`src/hdl/pvb_pkg.sv`:
```
// Shared types, constants and CORDIC tables for the phase vocoder bin block.
package pvb_pkg;

   localparam int FFT_SIZE = 1024;
   localparam int NBINS    = FFT_SIZE / 2 + 1;
   localparam int LOG2_FFT = $clog2(FFT_SIZE);
   localparam int ADDR_W   = $clog2(NBINS);
   localparam int BIN_W    = 13;
   localparam int HOP_W    = 14;
   localparam int TURN_W   = 24;
   localparam int ADV_SH   = TURN_W - LOG2_FFT;
   localparam int STEPS    = 18;
   localparam int VX_W     = 27;
   localparam int VZ_W     = 26;
   localparam int MAG_W    = 24;
   localparam int VEC_LAT  = STEPS + 1;
   localparam int ROT_LAT  = STEPS + 2;
   localparam int M4_IDX   = VEC_LAT + 3;
   localparam int META_LEN = M4_IDX + ROT_LAT + 1;

   localparam logic [15:0] CORDIC_K      = 16'd39797;
   localparam logic [HOP_W-1:0] HOP_RESET = HOP_W'(256);
   localparam logic signed [VZ_W-1:0] HALF_TURN    = VZ_W'(24'h800000);
   localparam logic signed [VZ_W-1:0] QUARTER_TURN = VZ_W'(24'h400000);

   typedef struct packed {
      logic [BIN_W-1:0]  bin;
      logic signed [15:0] re_a;
      logic signed [15:0] im_a;
      logic signed [15:0] re_b;
      logic signed [15:0] im_b;
      logic [15:0]       alpha;
      logic              first;
      logic              inb;
   } item_type;

   typedef struct packed {
      logic             valid;
      logic [BIN_W-1:0] bin;
      logic             inb;
      logic             first;
      logic [15:0]      alpha;
   } meta_type;

   function automatic logic signed [VZ_W-1:0] atan_turn(input int i);
      logic [21:0] v;
      case (i)
         0: v = 22'd2097152;
         1: v = 22'd1238021;
         2: v = 22'd654136;
         3: v = 22'd332050;
         4: v = 22'd166669;
         5: v = 22'd83416;
         6: v = 22'd41718;
         7: v = 22'd20860;
         8: v = 22'd10430;
         9: v = 22'd5215;
         10: v = 22'd2608;
         11: v = 22'd1304;
         12: v = 22'd652;
         13: v = 22'd326;
         14: v = 22'd163;
         15: v = 22'd81;
         16: v = 22'd41;
         17: v = 22'd20;
         default: v = 22'd0;
      endcase
      return $signed({{(VZ_W-22){1'b0}}, v});
   endfunction

endpackage

```
`src/hdl/pvb_rot.sv`:
```
// Pipelined rotation CORDIC that turns a magnitude and a phase into a complex value.
module pvb_rot import pvb_pkg::*; (
   input  logic                    clock,
   input  logic                    en,
   input  logic [MAG_W-1:0]        in_mag,
   input  logic [TURN_W-1:0]       in_phase,
   output logic signed [VX_W-1:0]  out_c,
   output logic signed [VX_W-1:0]  out_s
);

   logic [MAG_W+15:0]      p_ff;
   logic [TURN_W-1:0]      ph_ff;
   logic signed [VX_W-1:0] x_ff [0:STEPS];
   logic signed [VX_W-1:0] y_ff [0:STEPS];
   logic signed [VZ_W-1:0] z_ff [0:STEPS];
   logic [MAG_W+16:0]      p_rnd;
   logic signed [VX_W-1:0] x0;
   logic signed [VZ_W-1:0] z0;

   always_comb begin
      p_rnd = {1'b0, p_ff} + (MAG_W+17)'(32768);
      x0    = $signed(VX_W'(p_rnd >> 16));
      z0    = $signed({{(VZ_W-TURN_W){ph_ff[TURN_W-1]}}, ph_ff});
      if (z0 > QUARTER_TURN) begin
         x0 = -x0;
         z0 = z0 - HALF_TURN;
      end else if (z0 < -QUARTER_TURN) begin
         x0 = -x0;
         z0 = z0 + HALF_TURN;
      end
   end

   always_ff @(posedge clock) begin
      if (en) begin
         p_ff    <= in_mag * CORDIC_K;
         ph_ff   <= in_phase;
         x_ff[0] <= x0;
         y_ff[0] <= '0;
         z_ff[0] <= z0;
      end
   end

   for (genvar i = 0; i < STEPS; i++) begin : g_step
      always_ff @(posedge clock) begin
         if (en) begin
            if (z_ff[i] >= 0) begin
               x_ff[i+1] <= x_ff[i] - (y_ff[i] >>> i);
               y_ff[i+1] <= y_ff[i] + (x_ff[i] >>> i);
               z_ff[i+1] <= z_ff[i] - atan_turn(i);
            end else begin
               x_ff[i+1] <= x_ff[i] + (y_ff[i] >>> i);
               y_ff[i+1] <= y_ff[i] - (x_ff[i] >>> i);
               z_ff[i+1] <= z_ff[i] + atan_turn(i);
            end
         end
      end
   end

   assign out_c = x_ff[STEPS];
   assign out_s = y_ff[STEPS];

endmodule

```
`config.mk`:
```
export PLATFORM = sky130hd
export DESIGN_NAME = pvb_rot
export DESIGN_NICKNAME = d
export VERILOG_FILES = /design/src/hdl/pvb_pkg.sv /design/src/hdl/pvb_rot.sv
export SDC_FILE = /design/constraint.sdc
export NUM_CORES = 2
export LEC_CHECK = 0
export BUFFER_PORTS_ARGS = -buffer_cell sky130_fd_sc_hd__buf_2
export CAP_MARGIN = 20
export CORE_ASPECT_RATIO = 1.75
export CORE_MARGIN = 1.5
export CORE_UTILIZATION = 50
export DETAILED_ROUTE_END_ITERATION = 8
export GPL_TIMING_DRIVEN = 0
export MAX_ROUTING_LAYER = met4
export PLACE_DENSITY = 0.65
export SKIP_CTS_REPAIR_TIMING = 1
export SKIP_LAST_GASP = 1
export SLEW_MARGIN = 5
export SYNTH_ARGS = -nofsm -noshare
export SYNTH_HDL_FRONTEND = slang
export SYNTH_SLANG_ARGS = --single-unit
```
`constraint.sdc`:
```
create_clock -name clock -period 11.1 [get_ports clock]
set_clock_uncertainty 0.05 [all_clocks]
set_input_delay 0.555 -clock clock [delete_from_list [all_inputs] [get_ports clock]]
set_output_delay 0.555 -clock clock [all_outputs]
set_load 0.01 [all_outputs]
```
# After elaboration in Yosys (flattened, before gate mapping)
# Memories as Yosys holds them, arrays and structs flattened.
# Index checks and enable logic that the tools add are counted.
[op_classes] n_addsub=111 n_mul=1 div=0 magnitude_cmp=20 eq_ne=0 n_shift=0 mux=168 bitwise=54 n_reduce_logical=0
[op_table] cell="$mux 27" n=38
[op_table] cell="$mux 26" n=20
[op_table] cell="$ge 26x1->1 const B" n=18
[op_table] cell="$mux 1" n=110
[op_table] cell="$add 27x10->27" n=2
[op_table] cell="$add 27x11->27" n=2
[op_table] cell="$add 27x12->27" n=2
[op_table] cell="$add 27x13->27" n=2
[op_table] cell="$add 27x14->27" n=2
[op_table] cell="$add 27x15->27" n=2
[op_table] cell="$add 27x16->27" n=2
[op_table] cell="$add 27x17->27" n=2
[op_table] cell="$add 27x18->27" n=2
[op_table] cell="$add 27x19->27" n=2
[op_table] cell="$add 27x20->27" n=2
[op_table] cell="$add 27x21->27" n=2
[op_table] cell="$add 27x22->27" n=2
[op_table] cell="$add 27x23->27" n=2
[op_table] cell="$add 27x24->27" n=2
[op_table] cell="$add 27x25->27" n=2
[op_table] cell="$add 27x26->27" n=2
[op_table] cell="$or 1x1->1" n=54
[op_table] cell="$sub 27x10->27" n=2
[op_table] cell="$sub 27x11->27" n=2
[op_table] cell="other kinds (60)" n=76
[totals] ff_bits=64 latch_bits=0 ram_bits=1520 romBits=0 inputBits=50 mem_count=3
[mem_list] memory="x_ff" words=19 word_bits=27 read_ports=19 rd_ports_with_merged_regs=0 wr=19 line_no="pvb_rot.sv:13" rtl="logic signed [VX_W-1:0] x_ff [0:STEPS];"
[mem_list] memory="y_ff" words=19 word_bits=27 read_ports=19 rd_ports_with_merged_regs=0 wr=19 line_no="pvb_rot.sv:14" rtl="logic signed [VX_W-1:0] y_ff [0:STEPS];"
[mem_list] memory="z_ff" words=19 word_bits=26 read_ports=18 rd_ports_with_merged_regs=0 wr=19 line_no="pvb_rot.sv:15" rtl="logic signed [VZ_W-1:0] z_ff [0:STEPS];"

# Depth between registers and ports, before layout
[depth] depth_word=5 mapped_depth=23

# Least setup slack after synthesis
# No wires, ideal clock.
[synth_path] path_type="in2reg" from="input in_mag[8]" to="register p_ff[37], data pin" setup_time_ns=0.273 t_arrival_ns=6.008 required_time_ns=10.777 path_slack_ns=4.769 path_stages=21 n_path_buf=0 path_cell_list="inv_1 > fa_1 > fa_1 > inv_1 > fa_1 > inv_1 > fa_1 > inv_1 > fa_1 > fa_1 > ha_1 > o21ai_0 > nand2b_1 > o2111ai_1 > a211oi_2 > a31oi_1 > or3_1 > a211oi_1 > nor2_1 > o41ai_2 > xor2_1"
[synth_between] elab_chain_len=1
[synth_rtl] element="start: declaration" line_no="pvb_rot.sv:5" rtl="input logic [MAG_W-1:0] in_mag,"
[synth_rtl] element="$mul 24x16->40" line_no="pvb_rot.sv:35" rtl="p_ff <= in_mag * CORDIC_K;"
[synth_rtl] element="end signal: assignment" line_no="pvb_rot.sv:35"
[synth_rtl] element="end: declaration" line_no="pvb_rot.sv:11" rtl="logic [MAG_W+15:0] p_ff;"
# Every way passes these cells.
# A chain may end at the register's enable or synchronous reset.

==> flow_summary_export.csv <==
group,metric,value,unit
status,status,"complete, no violations",
synth,synth_top_family_by_area,"adder cells",
min_path,hold_class,"primary input to flop",
routing,via_count,93900,
setup_path,critPathCaptureType,"flop",
global_routing,grt_pass1_vias,95910,
die,ioPinCount,104,
sta,setup_ws,3.177,ns
clocking,cts-buffers-inserted,163,
setup_path,path_class,"primary input to flop",
setup_path,crit_path_start_kind,"primary input",
synth,synth_edf_count,1489,
finish,multiInputGateArea,74150,um2
global_routing,grt_pass1_wl,551200,um
routing,detail-route-antenna-nets,0,
sta,slew_headroom,15.94,%
clocking,clk_latency,0.89,ns
clocking,cts_max_path_buffers,4,
routing,wl_per_cell,23.35,um
sta,worst_pin_slew,1.252,ns
synth,syn-mean-instance-area,10.02,um2
synth,synthXorXnorAreaFrac,12.46,%
finish,drive_gt1_share,4.749,%
synth,netlist_area,122100,um2
synth,yosys_warnings,0,
synth,synthAdderAreaFrac,18.35,%
setup_path,critPathTopFamily,"compound AO/OA/AOI/OAI gates",
clocking,cts_tree,"done",
synth,ys_types,93,
routing,drt-pass1-iter-count,6,
synth,yosysSeqAreaShare,36.62,%
clocking,cts.sinks,1489,
setup_path,critPathSlowestCell,"o311ai_1",
synth,ys_seq_elements,1489,
die,start_util,50.35,%
routing,totalWireLength,371100,um
sta,finalCriticalPeriod,7.923,ns
clocking,clk_pin_slew,0.06,ns
flow_run,cap_viol_max_count,0,
clocking,cts-root-buf,"clkbuf_16",
synth,yosys-top-cells-area,"edfxtp_1 (37%), ha_1 (15%), xnor2_1 (8.3%), a21oi_1 (4.5%), xor2_1 (4.2%)",
die,die_area,247300,um2
sta,max_freq,0.1262,GHz
finish,fillers,21370,
synth,synth_top_area_share,36.62,%
setup_path,critPathBufInv,6,
sta,rsz0062_at_grt,"no",
setup_path,cp_max_fo,37,
synth,yosys.area_share.simple,11.95,%
synth,yosysTopAreaCell,"edfxtp_1",
synth,synth_top_flop_cell,"edfxtp_1",
synth,async_flop_share,0,%
setup_path,path_cells,"buf_4 -> clkbuf_2 -> buf_16 -> nand2_1 -> inv_1 -> clkbuf_1 -> clkbuf_2 -> nor2_1 -> xor2_1 -> ha_1 -> a21oi_1 -> o21ai_1 -> o311ai_1 -> o21a_1 -> o21ai_1 -> nor4_1 -> o31ai_1 -> o41ai_2 -> or4b_1 -> o211ai_1",
placement,pre_cts_slack,2.783,ns
setup_path,crit_arrival,8.36,ns
synth,muxShareOfSynthArea,0.8710,%
placement,io_buffers,103,
die,die_h,656.7,um
die,rows,239,
global_routing,antenna_found_initial,7,
global_routing,grt_usage,30.34,%
finish,area_growth,9.062,%
clocking,htree_levels,4,
sta,setup_violations,0,
sta,finalHoldViolations,0,
global_routing,overflow,0,
sta,fin_crit_sh,71.38,%
routing,vias_per_cell,5.906,
setup_path,cp_slowest_stage_delay,0.97,ns
finish,nNetsFinal,14240,
synth,synthesis.nets,13900,
synth,synth_cells,12180,
routing,drt_iter0_drc,4475,
die,coreArea,242500,um2
synth,synth_compound_area_share,17.07,%
die,die_width,376.6,um
sta,slew_viol_final,0,
finish,seq_area,44710,um2
synth,synth.most_common_cell,"edfxtp_1",
routing,drc,0,
setup_path,worstPathRequired,11.54,ns
synth,synthTopCellsByCount,"edfxtp_1 (1489), ha_1 (1455), xnor2_1 (1153)",
global_routing,grt_start_max_net_pins,69,
placement,place_congestion,1.032,
placement,hpwl,307600,um
## final timing paths
kind | slack (ns) | cells past startpoint | to | start
hold / removal | 0.16 | 1 | p_ff[19] | en
setup / recovery | 3.18 | 20 | x_ff[7][25] | en
hold reg to reg | 0.37 | 0 | z_ff[0][31] | z_ff[0][5]
setup reg to reg | 3.23 | 17 | x_ff[7][25] | z_ff[1][77]
## worst reg2reg max path, delay by kind of cell (launching register included)
kind / cells / cell delay, ns
simple gates: 4 / 1.59
flops: 1 / 0.75
fa+ha+maj: 1 / 0.37
compound gates: 8 / 2.93
buf+inv: 3 / 1.26
xor+xnor: 1 / 0.48
## per-layer routing
metal  up-vias  track usage (%)  share of wire (%)  wire [um]
li1      45440                -                  -          -
met1     44670            22.19                 28     105500
met2      2324            58.48                 55     205600
met3      1462            3.427                2.7       9968
met4         0            33.48                 13      50020
met5         -                -                  0          0
## cell type report
cell class	count	area share [%]
timing repair buffer	174	1.209
sequential	1489	33.58
clock inverter	93	0.8005
inverter	691	1.948
buffer	178	0.5844
multi-input combinational	9824	55.68
antenna	11	0.02067
clock buffer	185	3.125
tap	3253	3.056
## through the flow
stage / util, % / cells / setup TNS, ns / cell area (um2) / hold WS [ns]
6_report: 54.91 / 15900 / 0 / 133200 / 0.1598
2_1_floorplan: - / 12180 / 0 / 122100 / 0.3503
4_1_cts: 54.78 / 15860 / 0 / 132800 / -0.2605
3_5_place_dp: 52.62 / 15580 / 0 / 127600 / 0.3545
3_3_place_gp: 52.24 / 15540 / -133.16 / 126700 / 0.3515
5_1_grt: 54.91 / 15890 / 0 / 133200 / 0.1615
## cell usage in the layout (no fill, tap or decap), types with 187 or more instances in the layout
cell / count
edfxtp_1: 1489
ha_1: 1455
xnor2_1: 1150
a21oi_1: 1094
nor2_1: 953
inv_1: 688
nand2_1: 678
o21ai_0: 591
xor2_1: 583
a21o_1: 435
nor3_1: 320
fa_1: 210
nand3_1: 202
nand2b_1: 187
o21a_1: 187
## cell families (layout without fill, tap and decap cells)
group	count (synthesis)	after routing
flops	1489	1489
xor+xnor	1737	1737
simple gates	3052	3052
mux	101	101
other cells	0	11
buf+inv	869	1321
compound gates	3269	3269
fa+ha+maj	1665	1665
## state kept, by name, indices dropped and copies added, names as in the netlist
| signal | flops |
|---|---|
| p_ff | 25 |
| ph_ff | 24 |
| x_ff | 512 |
| y_ff | 486 |
| z_ff | 442 |
Power is not shown: default switching activity piles up to over one toggle a cycle in this logic, so the estimate is an artifact.
