## src/hdl/pvb_pkg.sv

```systemverilog
// Shared types, constants and CORDIC tables for the phase vocoder bin block.
package pvb_pkg;

   localparam int FFT_SIZE = 1024;
   localparam int NBINS    = FFT_SIZE / 2 + 1;
   localparam int LOG2_FFT = $clog2(FFT_SIZE);
   localparam int ADDR_W   = $clog2(NBINS);
   localparam int BIN_W    = 13;
   localparam int HOP_W    = 14;
   localparam int TURN_W   = 24;
   localparam int ADV_SH   = TURN_W - LOG2_FFT;
   localparam int STEPS    = 18;
   localparam int VX_W     = 27;
   localparam int VZ_W     = 26;
   localparam int MAG_W    = 24;
   localparam int VEC_LAT  = STEPS + 1;
   localparam int ROT_LAT  = STEPS + 2;
   localparam int M4_IDX   = VEC_LAT + 3;
   localparam int META_LEN = M4_IDX + ROT_LAT + 1;

   localparam logic [15:0] CORDIC_K      = 16'd39797;
   localparam logic [HOP_W-1:0] HOP_RESET = HOP_W'(256);
   localparam logic signed [VZ_W-1:0] HALF_TURN    = VZ_W'(24'h800000);
   localparam logic signed [VZ_W-1:0] QUARTER_TURN = VZ_W'(24'h400000);

   typedef struct packed {
      logic [BIN_W-1:0]  bin;
      logic signed [15:0] re_a;
      logic signed [15:0] im_a;
      logic signed [15:0] re_b;
      logic signed [15:0] im_b;
      logic [15:0]       alpha;
      logic              first;
      logic              inb;
   } item_type;

   typedef struct packed {
      logic             valid;
      logic [BIN_W-1:0] bin;
      logic             inb;
      logic             first;
      logic [15:0]      alpha;
   } meta_type;

   function automatic logic signed [VZ_W-1:0] atan_turn(input int i);
      logic [21:0] v;
      case (i)
         0: v = 22'd2097152;
         1: v = 22'd1238021;
         2: v = 22'd654136;
         3: v = 22'd332050;
         4: v = 22'd166669;
         5: v = 22'd83416;
         6: v = 22'd41718;
         7: v = 22'd20860;
         8: v = 22'd10430;
         9: v = 22'd5215;
         10: v = 22'd2608;
         11: v = 22'd1304;
         12: v = 22'd652;
         13: v = 22'd326;
         14: v = 22'd163;
         15: v = 22'd81;
         16: v = 22'd41;
         17: v = 22'd20;
         default: v = 22'd0;
      endcase
      return $signed({{(VZ_W-22){1'b0}}, v});
   endfunction

endpackage

```

## src/hdl/pvb_front.sv

```systemverilog
// Input register that takes requests and marks bins inside the stored half spectrum.
module pvb_front import pvb_pkg::*; (
   input  logic                clock,
   input  logic                reset,
   input  logic                req_valid,
   output logic                req_stall,
   input  logic [BIN_W-1:0]    req_bin_index,
   input  logic signed [15:0]  req_re_a,
   input  logic signed [15:0]  req_im_a,
   input  logic signed [15:0]  req_re_b,
   input  logic signed [15:0]  req_im_b,
   input  logic [15:0]         req_alpha,
   input  logic                req_first_frame,
   input  logic                push_ok,
   output logic                fr_valid,
   output item_type            fr_item
);

   logic     valid_ff, valid_in;
   item_type item_ff;
   logic     take;

   assign req_stall = valid_ff && !push_ok;
   assign take      = req_valid && !req_stall;
   assign valid_in  = take || (valid_ff && !push_ok);

   always_ff @(posedge clock) begin
      if (reset) begin
         valid_ff <= 1'b0;
      end else begin
         valid_ff <= valid_in;
      end
   end

   always_ff @(posedge clock) begin
      if (take) begin
         item_ff.bin   <= req_bin_index;
         item_ff.re_a  <= req_re_a;
         item_ff.im_a  <= req_im_a;
         item_ff.re_b  <= req_re_b;
         item_ff.im_b  <= req_im_b;
         item_ff.alpha <= req_alpha;
         item_ff.first <= req_first_frame;
         item_ff.inb   <= (32'(req_bin_index) < NBINS);
      end
   end

   assign fr_valid = valid_ff;
   assign fr_item  = item_ff;

endmodule

```

## config.mk

```make
export PLATFORM = sky130hd
export DESIGN_NAME = pvb_front
export DESIGN_NICKNAME = d
export VERILOG_FILES = /design/src/hdl/pvb_pkg.sv /design/src/hdl/pvb_front.sv
export SDC_FILE = /design/constraint.sdc
export NUM_CORES = 1
export LEC_CHECK = 0
export ABC_AREA = 1
export BUFFER_PORTS_ARGS = -buffer_cell sky130_fd_sc_hd__buf_2
export CORE_ASPECT_RATIO = 0.75
export CORE_UTILIZATION = 30
export DETAILED_ROUTE_END_ITERATION = 12
export HOLD_SLACK_MARGIN = 0.05
export PLACE_DENSITY = 0.73
export SETUP_SLACK_MARGIN = 0.3
export SYNTH_ARGS = -nofsm -noshare
export SYNTH_HDL_FRONTEND = slang
export SYNTH_SLANG_ARGS = --single-unit
```

## constraint.sdc

```tcl
create_clock -name clock -period 6.5 [get_ports clock]
set_clock_uncertainty 0.2 [all_clocks]
set_input_delay 1.3 -clock clock [delete_from_list [all_inputs] [get_ports clock]]
set_output_delay 1.3 -clock clock [all_outputs]
set_load 0.005 [all_outputs]
```

Word level (Yosys, flattened, before mapping)
Cells that the tools add are included.
Widths: inputs -> output; s select.
{"block": "classes", "reduce_logical": 5, "n_lt_le_gt_ge": 1}
{"cell": "$lt 13x10->1 const B", "count": 1}
{"cell": "$logic_and 1x1->1", "count": 2}
{"cell": "$logic_not 1->1", "count": 2}
{"cell": "$logic_or 1x1->1", "count": 1}
{"block": "word_totals", "inputBits": 98, "word_cells": 15, "regBits": 96, "output_inout_bits": 97}

Longest topological paths before layout
Gate-level depths: netlist (run 1).
{"block": "depth", "word_depth": 5, "ltp_mapped": 6, "depth_no_buf": 6}

Worst setup path before layout (run 1)
Ideal clock, no wire load.
{"block": "synth_timing", "kind": "input-to-reg", "start": "input push_ok", "end": "register item_ff (netlist bit fr_item[0]), enable pin", "path_stages": 4, "path_buffers": 0, "setup_ns": 0.550, "required_time_ns": 5.750, "setup_slack_ns": 0.327, "arrival_time_ns": 5.422, "cell_sequence": "inv_1 -> nand2_1 -> inv_1 -> nor2_1"}
{"block": "synth_via", "elab_chain_len": 4}
{"item": "start: declaration", "line": "pvb_front.sv:14", "source": "input logic push_ok,"}
{"item": "$logic_not 1->1", "line": "pvb_front.sv:23", "source": "assign req_stall = valid_ff && !push_ok;"}
{"item": "$logic_and 1x1->1", "line": "pvb_front.sv:23"}
{"item": "via req_stall", "line": "pvb_front.sv:6", "source": "output logic req_stall,"}
{"item": "$logic_not 1->1", "line": "pvb_front.sv:24", "source": "assign take = req_valid && !req_stall;"}
{"item": "$logic_and 1x1->1", "line": "pvb_front.sv:24"}
{"item": "via take", "line": "pvb_front.sv:21", "source": "logic take;"}
{"item": "end: declaration", "line": "pvb_front.sv:20", "source": "item_type item_ff;"}
The timed path passes the listed nets, and every way through them passes these cells.
A chain may end at the register's enable or synchronous reset.

Worst setup path in the final report (run 1)
{"block": "layout_timing", "start": "input push_ok", "end": "register item_ff (netlist bit fr_item[54]), enable pin"}
{"block": "layout_via", "elab_chain_len": 4}
{"item": "$logic_not 1->1", "line": "pvb_front.sv:23"}
{"item": "$logic_and 1x1->1", "line": "pvb_front.sv:23"}
{"item": "$logic_not 1->1", "line": "pvb_front.sv:24"}
{"item": "$logic_and 1x1->1", "line": "pvb_front.sv:24"}
{"item": "via take", "line": "pvb_front.sv:21"}
The timed path passes the listed nets, and every way through them passes these cells.

==> impl_metrics.tcl, run 1 <==
set metrics [dict create \
    ant_nets 0 \
    syn_area_per_cell_um2 23.7 \
    grt_max_degree 52 \
    seq_area_frac_synth_pct 95.4 \
    p_total_mw 1.40 \
    overflow 0 \
    drtPass1Iterations 4 \
    cts_max_level 3 \
    synth_cells 127 \
    path_common_cell "inv_1" \
    yosys_warnings 0 \
    reg2reg_from "fr_valid" \
    critPathArrivalTime_ns 3.17 \
    drc 0 \
    critPathTopFamily "simple AND/OR/NAND/NOR gates" \
    final_cell_mix "buf_2 (194), edfxtp_1 (95), clkbuf_16 (9)" \
    hold_viol_final 0 \
    wl_um 6250 \
    holdBufCountCts 0 \
    grt_usage_pct 12.1 \
    place_hpwl_um 4720 \
    cts.sinks 96 \
    stdcell_count 469 \
    hold_ws_ns 0.296 \
    die_area_um2 10400 \
    max-vdd-ir-drop_mv 0.181 \
    final_layout_size_suffix_gt1_share_pct 64.7 \
    min_from "fr_valid" \
    fin_crit_ns 3.40 \
    final_common_cell "buf_2" \
    max-cap-violations 0 \
    cts_tree "built" \
    setup_viol 0 \
    grt_pass1_vias 1851 \
    die_w_um 118 \
    nets 431 \
    wl_per_cell_um 13.3 \
    setup_tns_ns 0 \
    synth_nets 225 \
    rsz0062_at_grt "no" \
    dp_cells 454 \
    ys_ff_latch 96 \
    slew_headroom_pct 20.8 \
    cp_max_fo 51 \
    power_density_nw_per_um2 312 \
    io_buffers 194 \
    num_rows 31 \
    worst-path-buf-inv 4 \
    area_growth_pct 49.3 \
    crit_chain "buf_2, inv_1, nand2_1, inv_1, nor2_4, buf_4" \
    pwr-share-comb_pct 6.4 \
    diodes 0 \
    cts_max_path_buffers 2 \
    p_leak_nw 1.95 \
    synth_top_area_share_pct 94.7 \
    cts-root-buf "clkbuf_16" \
    power.internal_mw 1.14 \
    min_delay_worst_endpoint "fr_valid" \
    die_y_um 88.8 \
    clk_latency_ns 0.33 \
    place_congestion 0.793 \
    synth_area_um2 3010 \
    r2r_cells 4 \
    yosysTopAreaCell "edfxtp_1" \
    slowest_delay_ns 0.89 \
    hold_depth 2 \
    cp.required_ns 6.27 \
    core_um2 9700 \
    drt_iter0_drc 47 \
    start_util_pct 31.1 \
    vias_per_cell 4.07 \
    crit_path_end_kind "flop" \
    path_class "in -> reg" \
    seqPwrFrac_pct 52.2 \
    worstHoldPathType "reg -> reg" \
    pin_count 195 \
    slowest_stage "nor2_4" \
    postCtsSetupRepairBufs 0 \
    critPathLaunchType "input pin" \
    startpoint "push_ok" \
    cts.reportedPaths.clkPinSlew_ns 0.06 \
    max_freq_mhz 294 \
    finalCritPeriodShare_pct 52.3 \
    post_cts_resized 0 \
    ys_types 11 \
    p_switching_mw 0.261 \
    r2r_end "fr_item[54]" \
    rrSetupSlack_ns 3.84 \
    p_sw_share_pct 18.6 \
    grt_antenna_before_repair 0 \
    grt_pass1_wl_um 9160 \
    p_clk_share_pct 41.4 \
    final_max_slew_viol_count 0 \
    num_vias 1908 \
    cts_buffers 9 \
    outcome "complete, no violations" \
    synth_area_leaders "edfxtp_1 (95%), inv_1 (1.0%), nand2_1 (0.87%), nor2_1 (0.75%), dfxtp_1 (0.66%)" \
    tightest_slew_ns 1.19 \
]
==> worst register-to-register path, cell delays in order, from the launching register on <==
cell and delay (ns):
dfxtp_1 0.31, nand2_1 0.08, inv_1 0.07, nor2_4 0.89, buf_4 0.70
==> power by group through the flow <==
stage	registers [mW]	clock network [mW]	logic, mW
2_1_floorplan	0.756	0	0.0150
3_3_place_gp	0.745	0	0.0898
3_5_place_dp	0.746	0	0.0919
4_1_cts	0.733	0.597	0.0918
5_1_grt	0.736	0.616	0.0995
6_report	0.732	0.580	0.0895
==> how the worst max path moves through the flow <==
stage,to,slack (ns),cells past startpoint
3_3_place_gp,fr_item[26],2.77,6
6_report,fr_item[54],3.10,6
3_5_place_dp,fr_item[73],2.70,6
5_1_grt,fr_item[54],2.91,6
2_1_floorplan,fr_item[0],0.33,4
4_1_cts,fr_item[34],3.07,6
==> logic make-up after synthesis <==
| family | after synthesis | share of synthesized area, % |
|---|---|---|
| buffers and inverters | 10 | 1.25 |
| AOI/OAI and AO/OA | 1 | 0.166 |
| and+or+nand+nor | 20 | 3.20 |
| DFF | 96 | 95.4 |
==> layer usage <==
metal	GRT usage (%)	vias to the layer above	part of all wire, %
met4	5.94	0	1.5
met5	0	-	0
met3	6.38	8	11
li1	-	886	-
met2	19.5	119	47
met1	13.4	895	40
==> stage by stage <==
step	worst slack, ns	util [%]	cell area [um2]
global route	2.91	46.4	4500
finish	3.10	46.4	4500
global placement	2.77	42.9	4160
detailed placement	2.70	42.9	4160
CTS	3.07	46.4	4500
floorplan	0.327	-	3010
==> final cells by class <==
| type | count | area, um2 |
|---|---|---|
| flip-flops and latches | 96 | 2870 |
| multi-input cells | 21 | 109 |
| well taps | 132 | 165 |
| fillers | 876 | 5200 |
| repair buffers | 195 | 978 |
| clock buffers | 9 | 225 |
| inverters | 10 | 37.5 |
| clock inverters | 6 | 109 |
==> cells in the mapped netlist <==
cell type   n
edfxtp_1   95
nor2_2      3
nand2_2     2
nand3_1     1
nor2_1      6
inv_2       2
a21oi_1     1
nor2_4      1
nand2_1     7
dfxtp_1     1
inv_1       8
==> flip-flops by register name, summed over array words and instances (netlist names) <==
signal,cells
fr_valid,1
fr_item,95
Power figures use the tool's default switching activity.
==> run 2: changes to the inputs <==
Settings changed: ABC_AREA 1 to 0, PLACE_DENSITY 0.73 to 0.71.
Clock period 6.5 ns to 3.16 ns, I/O delays scaled along.
==> run 2 against run 1 <==
Compared with the run above:
- sequential power is 110% higher
- non-clock buffer count stayed put
- routed wire length is 8.3% higher
- sequential share of layout area is 1.5 points higher
- via count is 4.9% lower
- flip-flop and latch count stayed put
- clock power is 86% higher
- register-to-register slack worse by 2.3 ns
- synthesized area is 2.8% lower
- core utilization is 1.0 points higher
- die area is 2.7% lower
- critical path depth is 3 lower
==> impl_metrics.tcl, run 2 <==
set metrics [dict create \
    outcome "complete, no violations" \
    p_switching_mw 0.571 \
    multi_input_area_um2 62.6 \
    ant_nets 0 \
    path_common_cell "buf_2" \
    cts-root-buf "clkbuf_16" \
    synth_async_sr_flop_share_pct 0 \
    nets 409 \
    drtPass1Iterations 4 \
    p_total_mw 2.77 \
    worst_slack_ns 1.18 \
    register_area_um2 2870 \
    max_freq_mhz 505 \
    diodes 0 \
    setup_viol 0 \
    p_sw_share_pct 20.6 \
    die_area_um2 10200 \
    die_y_um 87.6 \
    cts.reportedPaths.clkPinSlew_ns 0.07 \
    grt_max_degree 96 \
    power.internal_mw 2.20 \
    ys_types 8 \
    yosys_warnings 0 \
    worstHoldPathType "in -> reg" \
    cts_max_level 3 \
    min_from "reset" \
    p_clk_share_pct 39.1 \
    hold_depth 2 \
    max-vdd-ir-drop_mv 0.302 \
    yosys-top-cells-count "edfxtp_1 (95), nor2_1 (3), nor2b_1 (2)" \
    slowest_stage "nor2b_1" \
    fillerInstances 809 \
    slowest_delay_ns 0.25 \
    final_common_cell "buf_2" \
    grt_usage_pct 13.1 \
    worst-path-buf-inv 2 \
    cts_max_path_buffers 2 \
    pwr-share-comb_pct 6.5 \
    final_util_pct 47.4 \
    critPathArrivalTime_ns 1.15 \
    synth_nets 203 \
    vias_per_cell 4.09 \
    synth_area_um2 2930 \
    hold_viol_final 0 \
    place_congestion 0.736 \
    rsz0062_at_grt "no" \
    cts_tree "built" \
    yosysMostFrequentCell "edfxtp_1" \
    drc 0 \
    die_w_um 116 \
    min_delay_worst_endpoint "fr_valid" \
    rrSetupSlack_ns 1.52 \
    io_buffers 194 \
    r2r_end "fr_item[44]" \
    final_cell_mix "buf_2 (194), edfxtp_1 (95), clkbuf_16 (9)" \
    pin_count 195 \
    overflow 0 \
    tightest_slew_ns 0.506 \
    path_class "in -> out" \
    finalCritPeriodShare_pct 62.6 \
    fin_crit_ns 1.98 \
    r2r_cells 3 \
    start_util_pct 31.6 \
    grt_pass1_vias 1762 \
    cts_buffers 9 \
    p_leak_nw 1.86 \
    area_growth_pct 50.1 \
    wl_um 6760 \
    synth_top_area_share_pct 97.4 \
    cp.required_ns 2.33 \
    setup_tns_ns 0 \
    final_layout_size_suffix_gt1_share_pct 67.1 \
    critPathLaunchType "input pin" \
    critPathTopFamily "buffers and inverters" \
    wl_per_cell_um 15.2 \
    ys_ff_latch 96 \
    synth_area_leaders "edfxtp_1 (97%), dfxtp_1 (0.68%), a2111oi_2 (0.51%), nor2b_1 (0.43%), nor2_1 (0.38%)" \
    post_cts_resized 0 \
    power_density_nw_per_um2 631 \
    synth_ff_type "edfxtp_1" \
    place_hpwl_um 5120 \
    synth-edff-count 95 \
    core_um2 9270 \
    cp_max_fo 3 \
    pre_cts_slack_ns 1.17 \
    crit_chain "buf_2, nor2b_1, buf_2" \
    seqPwrFrac_pct 54.4 \
    postCtsSetupRepairBufs 0 \
    num_rows 30 \
    final_max_slew_viol_count 0 \
    holdBufCountCts 0 \
    cts.sinks 96 \
    syn_area_per_cell_um2 27.9 \
    seq_area_frac_synth_pct 98.1 \
    largest_reg_flops 95 \
    grt_antenna_before_repair 0 \
    max-cap-violations 0 \
    slew_headroom_pct 66.3 \
    reg2reg_from "fr_valid" \
    crit_path_end_kind "output pin" \
    yosysTopAreaCell "edfxtp_1" \
    num_vias 1814 \
    clk_latency_ns 0.33 \
    hold_ws_ns 0.248 \
    drt_iter0_drc 120 \
    grt_pass1_wl_um 9420 \
    synth_cells 105 \
]
==> run 2: worst max-delay path by stage <==
| stage | startpoint | end | slack [ns] | cells after the start |
|---|---|---|---|---|
| after floorplan | push_ok | fr_item[0] | 0.40 | 2 |
| after global placement | push_ok | req_stall | 1.18 | 3 |
| after detailed placement | push_ok | req_stall | 1.17 | 3 |
| after CTS | push_ok | req_stall | 1.18 | 3 |
| after global routing | push_ok | req_stall | 1.14 | 3 |
| final | push_ok | req_stall | 1.18 | 3 |
==> run 2: cell type report <==
cell class                 instances  area share (%)
timing repair buffer             195            22.6
tap                              128            3.64
clock inverter                     7            1.88
clock buffer                       9            5.13
multi-input combinational          9            1.42
sequential                        96            65.4
==> run 2: cell families (layout without fill, tap and decap cells) <==
family,after synthesis,count (layout),synth area share (%)
flops,96,96,98.1
simple gates,8,8,1.37
compound gates,1,1,0.513
buf+inv,0,211,0
==> run 2: per-stage QoR <==
step	cell area (um2)	instances
floorplan	2940	105
global placement	4090	428
detailed placement	4090	428
CTS	4390	444
global route	4390	444
finish	4390	444
==> run 2: worst reg2reg max path: cells and delay by family (launching register included) <==
kind	cells	cell delay, ns
simple gates	2	0.30
flops	1	0.31
buf+inv	1	0.38
==> run 2: routing by layer <==
layer | up-vias | share of wire (%) | GRT usage (%)
li1 | 837 | - | -
met1 | 859 | 40 | 14.8
met2 | 106 | 50 | 21.7
met3 | 12 | 8.4 | 5.61
met4 | 0 | 2.0 | 6.41
met5 | - | 0 | 0
==> run 2: power by group through the flow <==
| stage | registers [mW] | logic (mW) | clock network, mW |
|---|---|---|---|
| global route | 1.51 | 0.201 | 1.16 |
| detailed placement | 1.54 | 0.185 | 0 |
| CTS | 1.51 | 0.186 | 1.12 |
| finish | 1.51 | 0.181 | 1.08 |
| global placement | 1.53 | 0.180 | 0 |
| floorplan | 1.55 | 0.0258 | 0 |
