### src/hdl/pvb_pkg.sv
// Shared types, constants and CORDIC tables for the phase vocoder bin block.
package pvb_pkg;

   localparam int FFT_SIZE = 1024;
   localparam int NBINS    = FFT_SIZE / 2 + 1;
   localparam int LOG2_FFT = $clog2(FFT_SIZE);
   localparam int ADDR_W   = $clog2(NBINS);
   localparam int BIN_W    = 13;
   localparam int HOP_W    = 14;
   localparam int TURN_W   = 24;
   localparam int ADV_SH   = TURN_W - LOG2_FFT;
   localparam int STEPS    = 18;
   localparam int VX_W     = 27;
   localparam int VZ_W     = 26;
   localparam int MAG_W    = 24;
   localparam int VEC_LAT  = STEPS + 1;
   localparam int ROT_LAT  = STEPS + 2;
   localparam int M4_IDX   = VEC_LAT + 3;
   localparam int META_LEN = M4_IDX + ROT_LAT + 1;

   localparam logic [15:0] CORDIC_K      = 16'd39797;
   localparam logic [HOP_W-1:0] HOP_RESET = HOP_W'(256);
   localparam logic signed [VZ_W-1:0] HALF_TURN    = VZ_W'(24'h800000);
   localparam logic signed [VZ_W-1:0] QUARTER_TURN = VZ_W'(24'h400000);

   typedef struct packed {
      logic [BIN_W-1:0]  bin;
      logic signed [15:0] re_a;
      logic signed [15:0] im_a;
      logic signed [15:0] re_b;
      logic signed [15:0] im_b;
      logic [15:0]       alpha;
      logic              first;
      logic              inb;
   } item_type;

   typedef struct packed {
      logic             valid;
      logic [BIN_W-1:0] bin;
      logic             inb;
      logic             first;
      logic [15:0]      alpha;
   } meta_type;

   function automatic logic signed [VZ_W-1:0] atan_turn(input int i);
      logic [21:0] v;
      case (i)
         0: v = 22'd2097152;
         1: v = 22'd1238021;
         2: v = 22'd654136;
         3: v = 22'd332050;
         4: v = 22'd166669;
         5: v = 22'd83416;
         6: v = 22'd41718;
         7: v = 22'd20860;
         8: v = 22'd10430;
         9: v = 22'd5215;
         10: v = 22'd2608;
         11: v = 22'd1304;
         12: v = 22'd652;
         13: v = 22'd326;
         14: v = 22'd163;
         15: v = 22'd81;
         16: v = 22'd41;
         17: v = 22'd20;
         default: v = 22'd0;
      endcase
      return $signed({{(VZ_W-22){1'b0}}, v});
   endfunction

endpackage

### src/hdl/pvb_queue.sv
// Two-entry queue between the front register and the processing pipeline.
module pvb_queue import pvb_pkg::*; (
   input  logic     clock,
   input  logic     reset,
   input  logic     push,
   input  item_type push_item,
   output logic     full,
   input  logic     pop,
   output logic     not_empty,
   output item_type head
);

   item_type   slot_ff [0:1];
   logic       wr_ff, wr_in, rd_ff, rd_in;
   logic [1:0] cnt_ff, cnt_in;

   assign full      = (cnt_ff == 2'd2);
   assign not_empty = (cnt_ff != 2'd0);
   assign head      = slot_ff[rd_ff];
   assign wr_in     = push ? ~wr_ff : wr_ff;
   assign rd_in     = pop ? ~rd_ff : rd_ff;
   assign cnt_in    = cnt_ff + {1'b0, push} - {1'b0, pop};

   always_ff @(posedge clock) begin
      if (reset) begin
         wr_ff  <= 1'b0;
         rd_ff  <= 1'b0;
         cnt_ff <= 2'd0;
      end else begin
         wr_ff  <= wr_in;
         rd_ff  <= rd_in;
         cnt_ff <= cnt_in;
      end
   end

   always_ff @(posedge clock) begin
      if (push) begin
         slot_ff[wr_ff] <= push_item;
      end
   end

endmodule

### config.mk
export PLATFORM = sky130hd
export DESIGN_NAME = pvb_queue
export DESIGN_NICKNAME = d
export VERILOG_FILES = /design/src/hdl/pvb_pkg.sv /design/src/hdl/pvb_queue.sv
export SDC_FILE = /design/constraint.sdc
export NUM_CORES = 1
export LEC_CHECK = 0
export ABC_AREA = 1
export BUFFER_PORTS_ARGS = -buffer_cell sky130_fd_sc_hd__buf_4
export CORE_MARGIN = 8
export CORE_UTILIZATION = 45
export DETAILED_ROUTE_END_ITERATION = 8
export HOLD_SLACK_MARGIN = 0.02
export PLACE_DENSITY = 0.71
export SLEW_MARGIN = 20
export SYNTH_ARGS = -nofsm -noshare
export SYNTH_HDL_FRONTEND = slang
export SYNTH_SLANG_ARGS = --single-unit
### constraint.sdc
create_clock -name clock -period 8.4 [get_ports clock]
set_clock_uncertainty 0.1 [all_clocks]
set_input_delay 2.1 -clock clock [delete_from_list [all_inputs] [get_ports clock]]
set_output_delay 2.1 -clock clock [all_outputs]
set_load 0.02 [all_outputs]
---- Word-level counts from Yosys, hierarchy flattened ----
Memories as Yosys holds them, arrays and structs flattened. A register that Yosys moved wholly into a read port is not among the register bits.
Index checks and enable logic that the tools add are counted.
storage, ports and cells
  register bits ........................... 4
  RAM bits ................................ 190
  output and inout bits ................... 97
  logic and storage cells ................. 14
  memories kept ........................... 1
operators by class
  add/subtract/negate cells ............... 2
  equality and inequality tests ........... 1
  muxes and demuxes ....................... 4
  bitwise gates (word level) .............. 2
  reduce and logical (&&, ||, !) cells .... 1
memories
  name     words  width  rd ports  clocked after memory_dff  wr ports  line             text
  slot_ff  2      95     1         1                         1         pvb_queue.sv:13  item_type slot_ff [0:1];
operators with widths
  cell                number
  $mux 1              4
  $add 2x1->2         1
  $eq 2x2->1 const B  1
  $not 1->1           2
  $reduce_bool 2->1   1
  $sub 2x1->2         1

---- Longest topological paths before layout ----
Gate-level depths: netlist of the first run.
  word-level depth ........................ 3
  mapped depth ............................ 9
  mapped depth without buffers ............ 9

---- Worst setup path before layout of the first run ----
Ideal clock, no wire load.
  path type ............................... input -> register
  start point ............................. input push
  end point ............................... memory slot_ff[0][0] (netlist name), enable pin
  setup time .............................. 0.552 ns
  data arrival time ....................... 6.117 ns
  path slack .............................. 1.631 ns
  stages .................................. 2
  buffers on the path ..................... 0
  path through ............................ inv_1 nor2_1
on the way
  longest elaborated chain between the ends .. 2
RTL lines
  element                       line             text
  start: declaration            pvb_queue.sv:5   input logic push,
  $mux 1                        pvb_queue.sv:37  if (push) begin
  $mux 1 (not written as such)  pvb_queue.sv:38  slot_ff[wr_ff] <= push_item;
  end: declaration              pvb_queue.sv:13
Every way passes these cells.

==> results of run 1 <==
-- final cells by class --
type / count / share of cell area
Multi-Input combinational cell: 113 / 0.1425
Clock buffer: 20 / 0.04580
Sequential cell: 195 / 0.6093
Clock inverter: 11 / 0.01391
Tap cell: 216 / 0.02835
Inverter: 8 / 0.003412
Timing Repair Buffer: 199 / 0.1567
-- kinds of logic (layout without fill, tap and decap cells) --
| group | Yosys count | after routing | share of synthesized area |
|---|---|---|---|
| fa+ha+maj | 2 | 2 | 0.003432 |
| simple gates | 14 | 14 | 0.007552 |
| mux | 95 | 95 | 0.1725 |
| flops | 195 | 195 | 0.7964 |
| compound gates | 1 | 1 | 0.0006859 |
| xor+xnor | 1 | 1 | 0.001202 |
| buf+inv | 19 | 238 | 0.01819 |
-- power by group through the flow --
stage / Combinational (mW) / Sequential, mW / Clock [mW]
after CTS: 0.316 / 1.15 / 0.794
after global routing: 0.331 / 1.15 / 0.833
final: 0.310 / 1.15 / 0.770
after detailed placement: 0.315 / 1.17 / 0
after floorplan: 0.189 / 1.16 / 0
after global placement: 0.311 / 1.17 / 0
-- sequential cells by signal (all words and copies together), names as in the netlist, named ones only --
signal   flops
cnt_ff       2
rd_ff        1
wr_ff        1
slot_ff    190
-- critical path: cells and delay by family, from the launching register on --
kind | cells | cell delay (ns)
buffers and inverters | 2 | 0.99
DFF | 1 | 0.77
muxes | 1 | 0.42
-- metrics by stage --
stage | instance area, sq um | util | hold WS (ns) | setup WS [ns] | power, mW
after global routing | 9534 | 0.6002 | 0.4788 | 3.424 | 2.317
after global placement | 8965 | 0.5644 | 0.4006 | 3.978 | 1.478
after detailed placement | 8965 | 0.5644 | 0.4016 | 3.968 | 1.485
after CTS | 9534 | 0.6002 | 0.4171 | 3.507 | 2.259
after floorplan | 7289 | - | 0.3799 | 1.631 | 1.351
final | 9534 | 0.6002 | 0.4132 | 3.571 | 2.228
-- per-layer routing --
layer,vias up,part of all wire
met5,-,0
met4,0,0.013
met3,14,0.093
met2,133,0.51
met1,1783,0.39
li1,1690,-
-- worst paths after layout --
check | to | slack [ns] | cells after the start
min reg2reg | rd_ff | 0.41 | 2
max | head[24] | 3.57 | 3
max reg2reg | slot_ff[1][87] | 6.25 | 3
min | rd_ff | 0.41 | 2
-- cells in the final DEF, fill, tap and decap left out, types with 2 or more instances in the layout --
| cell | instances |
|---|---|
| sky130_fd_sc_hd__bufinv_16 | 2 |
| sky130_fd_sc_hd__clkbuf_1 | 3 |
| sky130_fd_sc_hd__mux2_2 | 45 |
| sky130_fd_sc_hd__mux2_4 | 50 |
| sky130_fd_sc_hd__edfxtp_1 | 190 |
| sky130_fd_sc_hd__clkbuf_16 | 17 |
| sky130_fd_sc_hd__dfxtp_1 | 4 |
| sky130_fd_sc_hd__clkinv_4 | 6 |
| sky130_fd_sc_hd__nand2_1 | 5 |
| sky130_fd_sc_hd__nor2_1 | 6 |
| sky130_fd_sc_hd__ha_1 | 2 |
| sky130_fd_sc_hd__inv_1 | 7 |
| sky130_fd_sc_hd__buf_4 | 199 |
==> results.txt, run 1 <==
- For met1 alone, demand over resource in global routing was 0.1497.
- Leakage power: 3.685 nW
- Across every metal layer, demand over resource in global routing totals 0.1373.
- Detail Placement HPWL: 9602 um
- Total power density per cell area: 233.7 nW/um^2
- Most frequently used cell type in the post-synthesis netlist: sky130_fd_sc_hd__edfxtp_1
- Largest net degree at the start of global routing: 65
* H-tree depth reported by CTS: 4
- Worst-Skew Late Latency: 0.41 ns
* Average wire per standard cell: 18.46 um
* Final weighted congestion in routability-driven placement: 0.7245
* Top fanout value on the critical path: 51
- In this run, distinct cell masters in the synthesized netlist total 15.
- The tightest min-delay check is of the flip-flop to flip-flop type.
- Number of diodes added for antenna fixing: 0
- Remaining routing DRC violations: 0
- Walking the worst path, the cells encountered are buf_4 -> mux2_2 -> buf_4.
* Multi-input gate area: 1359 sq um
- Post-route fraction of the period consumed by the critical path: 0.5748
- For this design, the CTS-stage hold fixing added 0 buffers.
- The worst register-to-register path begins at wr_ff.
- Die outline height: 143.3 um
* Transition time of the tightest slew-check pin: 0.9133 ns
* Top cells by area in the synthesized netlist: sky130_fd_sc_hd__edfxtp_1, sky130_fd_sc_hd__mux2_4, sky130_fd_sc_hd__mux2_2, sky130_fd_sc_hd__dfxtp_1, sky130_fd_sc_hd__buf_6
- CP startpoint kind: flip-flop
- In this run, placement finished with an instance count of 731.
* Part of the Yosys area used for sequential elements: 0.7964
* Run status: complete, no violations
- The floorplan step defined a core boundary enclosing 15890 sq um.
- The final layout contains routed wiring with a total length of 14060 um.
- Excluding fillers, the count of instances in the completed layout stands at 762.
- The first global-routing pass estimated 21250 um of wire.
- The worst-case IR drop observed on VDD is 171.7 uV.
- Counting every sink on the clock net gives 195.
- The number of global-route vias before repair came to 4057.
- Most Used Layer, Global Route: met2
- Data required time at the worst endpoint: 6.20 ns
- Dominant synthesized flop cell: sky130_fd_sc_hd__edfxtp_1
- Clock transition at path regs: 0.06 ns
- Post-layout net count: 635
- The count of nets left with antenna violations once routing finished came out at 0.
- Maxcap violations: 0
* Die span in x: 143.3 um
* Post_cts resized: 0
* Max Freq: 207.1 MHz
- The number of antenna violations at the first check in global routing came to 0.
- The worst setup path is captured at an output port.
- The routed layout has 3620 vias.
* Syn Std Cell Area: 7289 sq um
- Setup TNS after final layout: 0 ns
- For this run, the detailed router's first-pass iteration total came to 4.
- Post-CTS repair timing setup buffer count: 0
- The analysis attributes to net switching a power of 0.5057 mW.
- Largest area contributor in the netlist: sky130_fd_sc_hd__edfxtp_1
- Final worst path period need: 4.829 ns
- Of the total power, the clock network draws 0.346.
- TritonCTS built the clock tree.
- Global Route met2 Usage: 0.2312
- Slowest Stage Delay on Critical Path: 0.83 ns
- Slowest library cell on the worst path: sky130_fd_sc_hd__buf_4
- The hold violation count in the final report came to 0.
- Internal power summed over all cells: 1.723 mW
- Portion of total power attributed to combinational logic: 0.139
- Cell repeated most along the worst path: sky130_fd_sc_hd__buf_4
* Maximum root-to-sink buffer count: 2
- Fraction of synthesized cell area taken by the top area cell type: 0.7827
* Per-instance average area after synthesis: 22.29 sq um
* Met3 track demand over resource in global routing: 0.06144
- Relative area change from synthesis to final layout: 30.79%
- Registers take 5809 sq um.
- Total gr overflow: 0
- Share of flip-flops with an asynchronous set or reset after synthesis: 0
* Normalized max-slew margin: 0.3911
- Of the total power, the share spent switching nets is 0.2269.
* Max-slew violation count: 0
- Root cell of the clock tree: sky130_fd_sc_hd__clkbuf_16
* Clock buffer count from CTS: 17
- Share of final-layout standard cells stronger than drive strength 1: 0.5934
- Seq cells post-synth: 195
* Part of the total power dissipated in sequential elements: 0.515
* Initial Util: 0.4589
* Count of input and output buffers: 195
- Using the TritonRoute via totals, the vias-per-cell ratio works out to 4.751.
* Syn_nets: 428
* Unrepaired setup endpoints after global routing: false
- The startpoint identified for the worst hold timing path is rd_ff.
- Drt initial violations: 224
- Number of endpoints failing setup at the final stage: 0
- Num ports: 196
- Crit Path Category: flip-flop to output port
- Yosys mapped a number of flops with a built-in enable equal to 190.
* Die area: 20530 sq um
- For the worst setup path, the data arrival time is 2.63 ns.
* Synth Warn #: 0
- Synthesis handed over a netlist of 327 instances.
- Filler Cells Inserted: 1207
- Row cnt: 46
- Counting instances in the post-synthesis netlist gives the leading cell types as sky130_fd_sc_hd__edfxtp_1, sky130_fd_sc_hd__mux2_4, sky130_fd_sc_hd__mux2_2, sky130_fd_sc_hd__inv_1, sky130_fd_sc_hd__nor2_1.
No activity file was read; power rests on OpenSTA's default activity.
==> run 2, diff against run 1 <==
- clock period: 8.4 -> 4.6 ns (I/O delays scaled with it)
==> run 2 against run 1 <==
Clock power increased by 71%. Setup slack got worse by 2.4 ns. First-iteration DRC count decreased by 42%. Worst hold slack improved by 0.017 ns. Largest cell class unchanged. Die area unchanged. Via count increased by 0.28%. Non-clock buffer count increased by 1. Clock-buffer cell count increased by 1. Combinational power increased by 85%.
==> results.txt, run 2 (synthesis results as in run 1) <==
* CP cell instances: buf_12 -> mux2_2 -> buf_4 (was buf_4 -> mux2_2 -> buf_4)
- The kind of end point of the critical path is an output port (unchanged).
- Share of final-layout standard cells stronger than drive strength 1: 0.5894 (was 0.5934)
- Crit Path Category: flip-flop to output port (unchanged)
* Crit. path cell count: 3 (unchanged)
- The count of inserted antenna diode cells was 0 (unchanged).
- Endpoint of the worst register-to-register path: slot_ff[1][90] (was slot_ff[1][87])
- Relative area change from synthesis to final layout: 30.52% (was 30.79%)
- The number of rows in the core area is 46 (unchanged).
* Slowest Stage Delay on Critical Path: 0.69 ns (was 0.83 ns)
- Transition time of the tightest slew-check pin: 0.8162 ns (was 0.9133 ns)
* Top fanout value on the critical path: 66 (was 51)
* Slowest library cell on the worst path: sky130_fd_sc_hd__dfxtp_4 (was sky130_fd_sc_hd__buf_4)
- The final number of max-transition violations is 0 (unchanged).
- The overall die width was 143.3 um (unchanged).
- CP arrival: 2.18 ns (was 2.63 ns)
* Post-route fraction of the period consumed by the critical path: 0.7466
- The number of global-route vias before repair was 3988 (was 4057).
- The data required time at the worst endpoint is 3.35 ns (was 6.20 ns).
* Clock transition at path regs: 0.06 ns (about the same)
- The detailed placer's ending HPWL is 10240 um (was 9602 um).
* Worst-Skew Late Latency: 0.42 ns (was 0.41 ns)
* Post_cts resized: 0 (unchanged)
* Final weighted congestion in routability-driven placement: 0.7172 (was 0.7245)
* Class of the most critical hold timing path: flip-flop to flip-flop (unchanged)
* Num ports: 196 (unchanged)
* Post-CTS repair timing setup buffer count: 0 (unchanged)
- The max-cap check violation count was 0 (unchanged).
* Final worst hold slack: 0.4297 ns (was 0.4132 ns)
- Final hold violation count: 0 (unchanged)
* Flip-flop count of the largest register after layout: 190 (unchanged)
- The number of nets in the layout came to 636 (was 635).
- The wire length after detailed routing is 14460 um (was 14060 um).
- Remaining routing DRC violations: 0 (unchanged)
- The total via count after detailed routing came to 3630 (was 3620).
* Worst vdd rail ir drop: 227.6 uV (was 171.7 uV)
* Run status: complete, no violations (unchanged)
* Number of buffers added to fix hold violations after cts: 0 (unchanged)
- The global routing usage summed across all routing layers is 0.1401 (was 0.1373).
- H-tree depth reported by CTS: 4 (unchanged)
- Setup TNS after final layout: 0 ns (unchanged)
* Die area: 20530 sq um (unchanged)
- The kind of start point of the critical path was a flip-flop (unchanged).
- Final worst path period need: 3.434 ns
* Flop2flop setup slack: 2.65 ns (was 6.25 ns)
- Filler Cells Inserted: 1231 (was 1207)
* Top reg by flops: slot_ff (unchanged)
* ANT nets after route: 0 (unchanged)
* Die outline height: 143.3 um (unchanged)
- The most frequent standard cell in the layout excluding fill and tap cells is sky130_fd_sc_hd__buf_4 (unchanged).
* Total gr overflow: 0 (unchanged)
- The summed area of non-filler cells in the final layout was 9514 sq um (was 9534 sq um).
- The largest net degree at the start of global routing is 67 (was 65).
- The global-route wire length before repair came to 21410 um (was 21250 um).
- The number of antenna violations at the first check in global routing was 0 (unchanged).
- The starting utilization of the core area is 0.4589 (unchanged).
- Clock buffer count from CTS: 17 (unchanged)
* Maximum root-to-sink buffer count: 2 (unchanged)
- The worst reg2reg path depth came to 3 (unchanged).
- The largest delay contributor family on the critical path was flip-flops (was buffers and inverters).
- Unrepaired setup endpoints after global routing: false (unchanged).
- Leading cell types in the layout, fill and taps excluded: sky130_fd_sc_hd__buf_4, sky130_fd_sc_hd__edfxtp_1, sky130_fd_sc_hd__mux2_4, sky130_fd_sc_hd__mux2_2, sky130_fd_sc_hd__clkbuf_16 (unchanged).
* Max Freq: 291.2 MHz
- Origin of the critical flop-to-flop path: wr_ff (unchanged)
- Largest regs: slot_ff (190), cnt_ff (2) (unchanged).
- Detailed-router iteration count before antenna repair: 4 (unchanged)
* Count of input and output buffers: 195 (unchanged)
- Via-to-Cell Ratio: 4.751 (about the same)
- The number of clock sinks came to 195 (unchanged).
- The critical path endpoint is head[4] (was head[24]).
- Core area: 15890 sq um (unchanged)
- Placed Area: 8985 sq um (was 8965 sq um)
- The TritonCTS clock tree is done (unchanged).
- The number of endpoints failing setup at the final stage was 0 (unchanged).
* Count of buffering cells on the critical path with inverters included: 2 (unchanged)
- Normalized max-slew margin: 0.4559 (was 0.3911)
- Drt initial violations: 130 (was 224)
- Leakage power: 3.675 nW (was 3.685 nW)
* Root cell of the clock tree: sky130_fd_sc_hd__clkbuf_16 (unchanged)
* Average wire per standard cell: 18.93 um (was 18.46 um)
* Total power density per cell area: 419.5 nW/um^2 (was 233.7 nW/um^2)
run 2: area by class of cell:
cell class / instances / area (sq um) / area share
timing repair buffer: 200 / 1514 / 0.1591
inverter: 8 / 32.53 / 0.003419
multi-input combinational: 113 / 1359 / 0.1428
clock buffer: 21 / 440.4 / 0.04629
clock inverter: 11 / 88.84 / 0.009337
tap: 216 / 270.3 / 0.02841
sequential: 195 / 5809 / 0.6106
run 2: worst min path at each step:
stage | slack [ns] | end | cells after the start | startpoint
2_1_floorplan | 0.38 | flip-flop | 2 | rd_ff
3_5_place_dp | 0.41 | rd_ff | 2 | rd_ff
3_3_place_gp | 0.40 | rd_ff | 2 | rd_ff
5_1_grt | 0.49 | rd_ff | 2 | rd_ff
6_report | 0.43 | rd_ff | 2 | rd_ff
4_1_cts | 0.43 | rd_ff | 2 | rd_ff
run 2: metrics by stage:
stage                     worst slack, ns    util  power, mW  cells
after detailed placement            1.590  0.5656      2.720    732
after floorplan                    0.4323       -      2.463    327
final                               1.166  0.5989      3.991    764
after global placement              1.616  0.5656      2.701    732
after CTS                           1.131  0.5989      4.040    764
after global routing                1.084  0.5989      4.138    764
run 2: worst min-delay path, cell delays in order, from the launching register on:
cell and delay, ns:
sky130_fd_sc_hd__dfxtp_1 0.33, sky130_fd_sc_hd__xnor2_1 0.09, sky130_fd_sc_hd__nor2_1 0.08
run 2: routing by layer:
metal / global-route usage / wire [um]
met1: 0.1532 / 5618
met5: 0 / 0
met2: 0.2372 / 7299
met3: 0.06110 / 1392
met4: 0.05147 / 150
run 2: power by group:
group / leakage (nW) / internal (mW) / switching (mW) / total, mW
Combinational: 1.60 / 0.287 / 0.287 / 0.574
Sequential: 1.83 / 2.06 / 0.0366 / 2.09
Clock: 0.253 / 0.738 / 0.584 / 1.32
==> run 3, diff against run 2 <==
- ABC_AREA: 1 -> 0
- clock period: 4.6 -> 3.3 ns (I/O delays scaled with it)
==> run 3 against run 2 <==
Final cell count decreased by 1.2%. Sequential share of layout area decreased by 1.0 points. Area after synthesis about the same. Core utilization increased by 1.2 points. Total power increased by 52%. Register-to-register slack got worse by 1.1 ns. Critical path depth unchanged. Synthesized cell count decreased by 3.1%. First-iteration DRC count increased by 42%. Clock power increased by 69%. Sequential cell count unchanged.
==> results.txt, run 3 <==
- Via-to-Cell Ratio: 4.755 (was 4.751)
- Post-layout net count: 627 (was 636)
- The number of filler instances in the final layout came to 1169 (was 1231).
- Average wire per standard cell: 18.74 um (was 18.93 um)
- The reg-to-reg setup timing slack was 1.52 ns (was 2.65 ns).
- Class of the most critical hold timing path: flip-flop to flip-flop (unchanged)
- The total of flip-flops plus latches after synthesis is 195 (unchanged).
* Detailed-router iteration count before antenna repair: 4 (unchanged)
- Top reg by flops: slot_ff (unchanged)
- The total of hold buffers inserted after clock tree synthesis is 0 (unchanged).
* Most frequent cells after synthesis: sky130_fd_sc_hd__edfxtp_1, sky130_fd_sc_hd__mux2_4, sky130_fd_sc_hd__mux2_2, sky130_fd_sc_hd__buf_6, sky130_fd_sc_hd__dfxtp_1 (was sky130_fd_sc_hd__edfxtp_1, sky130_fd_sc_hd__mux2_4, sky130_fd_sc_hd__mux2_2, sky130_fd_sc_hd__inv_1, sky130_fd_sc_hd__nor2_1)
* Share of the core filled with cells in the final layout: 0.6113 (was 0.5989)
* Number of endpoints failing setup at the final stage: 0 (unchanged)
- The CTS clock-pin slew for the worst setup and hold paths is 0.06 ns (about the same).
* Final weighted congestion in routability-driven placement: 0.7037 (was 0.7172)
* Leading cell types in the layout, fill and taps excluded: sky130_fd_sc_hd__buf_4, sky130_fd_sc_hd__edfxtp_1, sky130_fd_sc_hd__mux2_4, sky130_fd_sc_hd__mux2_2, sky130_fd_sc_hd__clkbuf_16 (unchanged)
- The critical path start-end classification was flip-flop to output port (unchanged).
* Initial Util: 0.4602 (was 0.4589)
- Share of flip-flops with an asynchronous set or reset after synthesis: 0 (unchanged)
- Final worst path period need: 2.857 ns
- The data arrival time at the worst-slack endpoint was 1.93 ns (was 2.18 ns).
- Top cells by area in the synthesized netlist: sky130_fd_sc_hd__edfxtp_1, sky130_fd_sc_hd__mux2_4, sky130_fd_sc_hd__mux2_2, sky130_fd_sc_hd__dfxtp_1, sky130_fd_sc_hd__buf_6 (unchanged)
- Count of input and output buffers: 195 (unchanged)
* Synth Warn #: 0 (unchanged)
- Post-detailed-routing wire length: 14150 um (was 14460 um)
- The total power is 6.053 mW (was 3.991 mW).
- The slowest library cell on the worst path is sky130_fd_sc_hd__dfxtp_4 (unchanged).
- The global route total overflow is 0 (unchanged).
* Post-CTS repair timing setup buffer count: 0 (unchanged)
- Syn_nets: 418 (was 428)
* ANT nets after route: 0 (unchanged)
- The deepest level of the CTS H-tree was 4 (unchanged).
- Setup TNS after final layout: 0 ns (unchanged)
* Root cell of the clock tree: sky130_fd_sc_hd__clkbuf_16 (unchanged)
- The area growth from synthesis to final layout is 32.82% (was 30.52%).
- Family with the most delay on the worst path: flip-flops (unchanged)
- The most frequently used flop master after synthesis is sky130_fd_sc_hd__edfxtp_1 (unchanged).
* CP cell instances: buf_12 -> mux2_2 -> buf_4 (unchanged)
* Syn Std Cell Area: 7284 sq um (was 7289 sq um)
- The number of antenna violations at the first check in global routing was 0 (unchanged).
* Crit. path cell count: 3 (unchanged)
* Largest regs: slot_ff (190), cnt_ff (2) (unchanged)
- Number of global-route vias before repair: 4005 (was 3988)
* Slowest Stage Delay on Critical Path: 0.64 ns (was 0.69 ns)
- Most frequent standard cell in the layout excluding fill and tap cells: sky130_fd_sc_hd__buf_4 (unchanged)
- Part of the Yosys area used for sequential elements: 0.7970 (was 0.7964)
* Critical Path Sink Type: output port (unchanged)
- Share of final-layout standard cells stronger than drive strength 1: 0.6141 (was 0.5894)
* Capturing instance or port of the critical path: head[1] (was head[4])
- The count of instances resized after the clock tree is built came to 0 (unchanged).
- Clk sink count: 195 (unchanged)
- The final number of max-transition violations came to 0 (unchanged).
- The final hold slack is 0.4201 ns (was 0.4297 ns).
- The global routing usage summed across all routing layers came to 0.1393 (was 0.1401).
- Fraction of synthesized cell area taken by the top area cell type: 0.7832 (was 0.7827)
* Data required time at the worst endpoint: 2.37 ns (was 3.35 ns)
- Core area: 15830 sq um (was 15890 sq um)
- Run status: complete, no violations (unchanged)
- The number of violations reported at the end of detailed-routing iteration 0 was 184 (was 130).
- Top fanout value on the critical path: 35 (was 66)
* Worst-Skew Late Latency: 0.41 ns (was 0.42 ns)
- Final Instance Count excl. Fillers: 755 (was 764)
- Largest area contributor in the netlist: sky130_fd_sc_hd__edfxtp_1 (unchanged)
* TritonCTS clock tree: done (unchanged)
- The I/O pin count came to 196 (unchanged).
- Die outline height: 143.2 um (was 143.3 um)
- The number of flops mapped to enable cells by yosys is 190 (unchanged).
- Unrepaired setup endpoints after global routing: false (unchanged)
* Maximum root-to-sink buffer count: 2 (unchanged)
- The number of remaining DRC errors was 0 (unchanged).
- The total via count after detailed routing is 3590 (was 3630).
* Post-Place Cells: 723 (was 732)
* Endpoint of the worst register-to-register path: slot_ff[1][1] (was slot_ff[1][90])
- Post-route fraction of the period consumed by the critical path: 0.8658
* CP startpoint kind: flip-flop (unchanged)
- Number of diodes added for antenna fixing: 0 (unchanged)
- Final hold violation count: 0 (unchanged)
* Clock buffer count from CTS: 17 (unchanged)
* Most frequently used cell type in the post-synthesis netlist: sky130_fd_sc_hd__edfxtp_1 (unchanged)
- The cell area power density is 625.6 nW/um^2 (was 419.5 nW/um^2).
* Count of buffering cells on the critical path with inverters included: 2 (unchanged)
* Normalized max-slew margin: 0.6211 (was 0.4559)
- Transition time of the tightest slew-check pin: 0.5684 ns (was 0.8162 ns)
- The reg-to-reg startpoint is wr_ff (unchanged).
- Largest net degree at the start of global routing: 72 (was 67)
- The worst reg2reg path depth came to 2 (was 3).
* Row cnt: 46 (unchanged)
- Maxcap violations: 0 (unchanged)
- Die area: 20510 sq um (was 20530 sq um)
- The global-route wire length before repair came to 21420 um (was 21410 um).
* Die span in x: 143.2 um (was 143.3 um)
* Leakage power: 3.727 nW (was 3.675 nW)
* Worst vdd rail ir drop: 329.7 uV (was 227.6 uV)
* Flip-flop count of the largest register after layout: 190 (unchanged)
- Cells after Synth: 317 (was 327)
- Count of different cell masters after synthesis: 15 (unchanged)
- The detailed placer's ending HPWL came to 9938 um (was 10240 um).
- Max Freq: 350.0 MHz
- Per-instance average area after synthesis: 22.98 sq um (was 22.29 sq um)
## run 3: cell types whose count changed in the layout (fill, tap and decap cells not counted), sizes merged, moves of 3 or more
cell and delta:
bufinv +4, nor2b +3, clkbuf -4, nor2 -3
nand2 -5, clkinv -6
## run 3: cells by family after synthesis
| logic type | after synthesis | synth area share |
|---|---|---|
| multiplexers | 95 | 0.1726 |
| AND/OR/NAND/NOR | 9 | 0.006356 |
| flip-flops | 195 | 0.7970 |
| adder cells (fa/ha/maj) | 2 | 0.003435 |
| buffers and inverters | 13 | 0.01511 |
| XOR/XNOR | 3 | 0.005497 |
## run 3: cell type report
class                      instances  area [sq um]  share of cell area
clock buffer                      17         425.4             0.04397
multi-input combinational        109          1379              0.1425
sequential                       195          5809              0.6004
inverter                           2         7.507           0.0007759
clock inverter                    15         225.2             0.02328
timing repair buffer             201          1559              0.1611
tap                              216         270.3             0.02793
## run 3: per-layer routing
metal  track usage  vias up  wire length, um
met4       0.05811        0              176
met2        0.2309      144             7037
met1        0.1538     1768             5562
met3       0.06110       14             1371
met5             0        -                0
li1              -     1664                -
## run 3: worst min path at each step
stage | slack (ns) | from | end | depth (start not counted)
floorplan | 0.38 | rd_ff | flip-flop | 2
global placement | 0.40 | rd_ff | rd_ff | 2
detailed placement | 0.41 | rd_ff | flip-flop | 2
CTS | 0.43 | rd_ff | flip-flop | 2
global route | 0.45 | rd_ff | rd_ff | 2
finish | 0.42 | rd_ff | flip-flop | 2
## run 3: per-stage QoR
stage          area (sq um)  setup slack [ns]
6_report               9676            0.4428
5_1_grt                9676            0.3412
4_1_cts                9676            0.3916
3_5_place_dp           9025            0.8540
3_3_place_gp           9025            0.8694
2_1_floorplan          7293            0.5105
## run 3: worst min-delay path, cell delays in order (launching register included)
cell	delay, ns
sky130_fd_sc_hd__dfxtp_1	0.33
sky130_fd_sc_hd__xnor2_1	0.09
sky130_fd_sc_hd__nor2_1	0.07
## run 3: where the power goes
part	switching [mW]	total, mW	internal (mW)
clock	0.880	2.23	1.35
sequential	0.0544	2.94	2.89
combinational	0.432	0.876	0.443
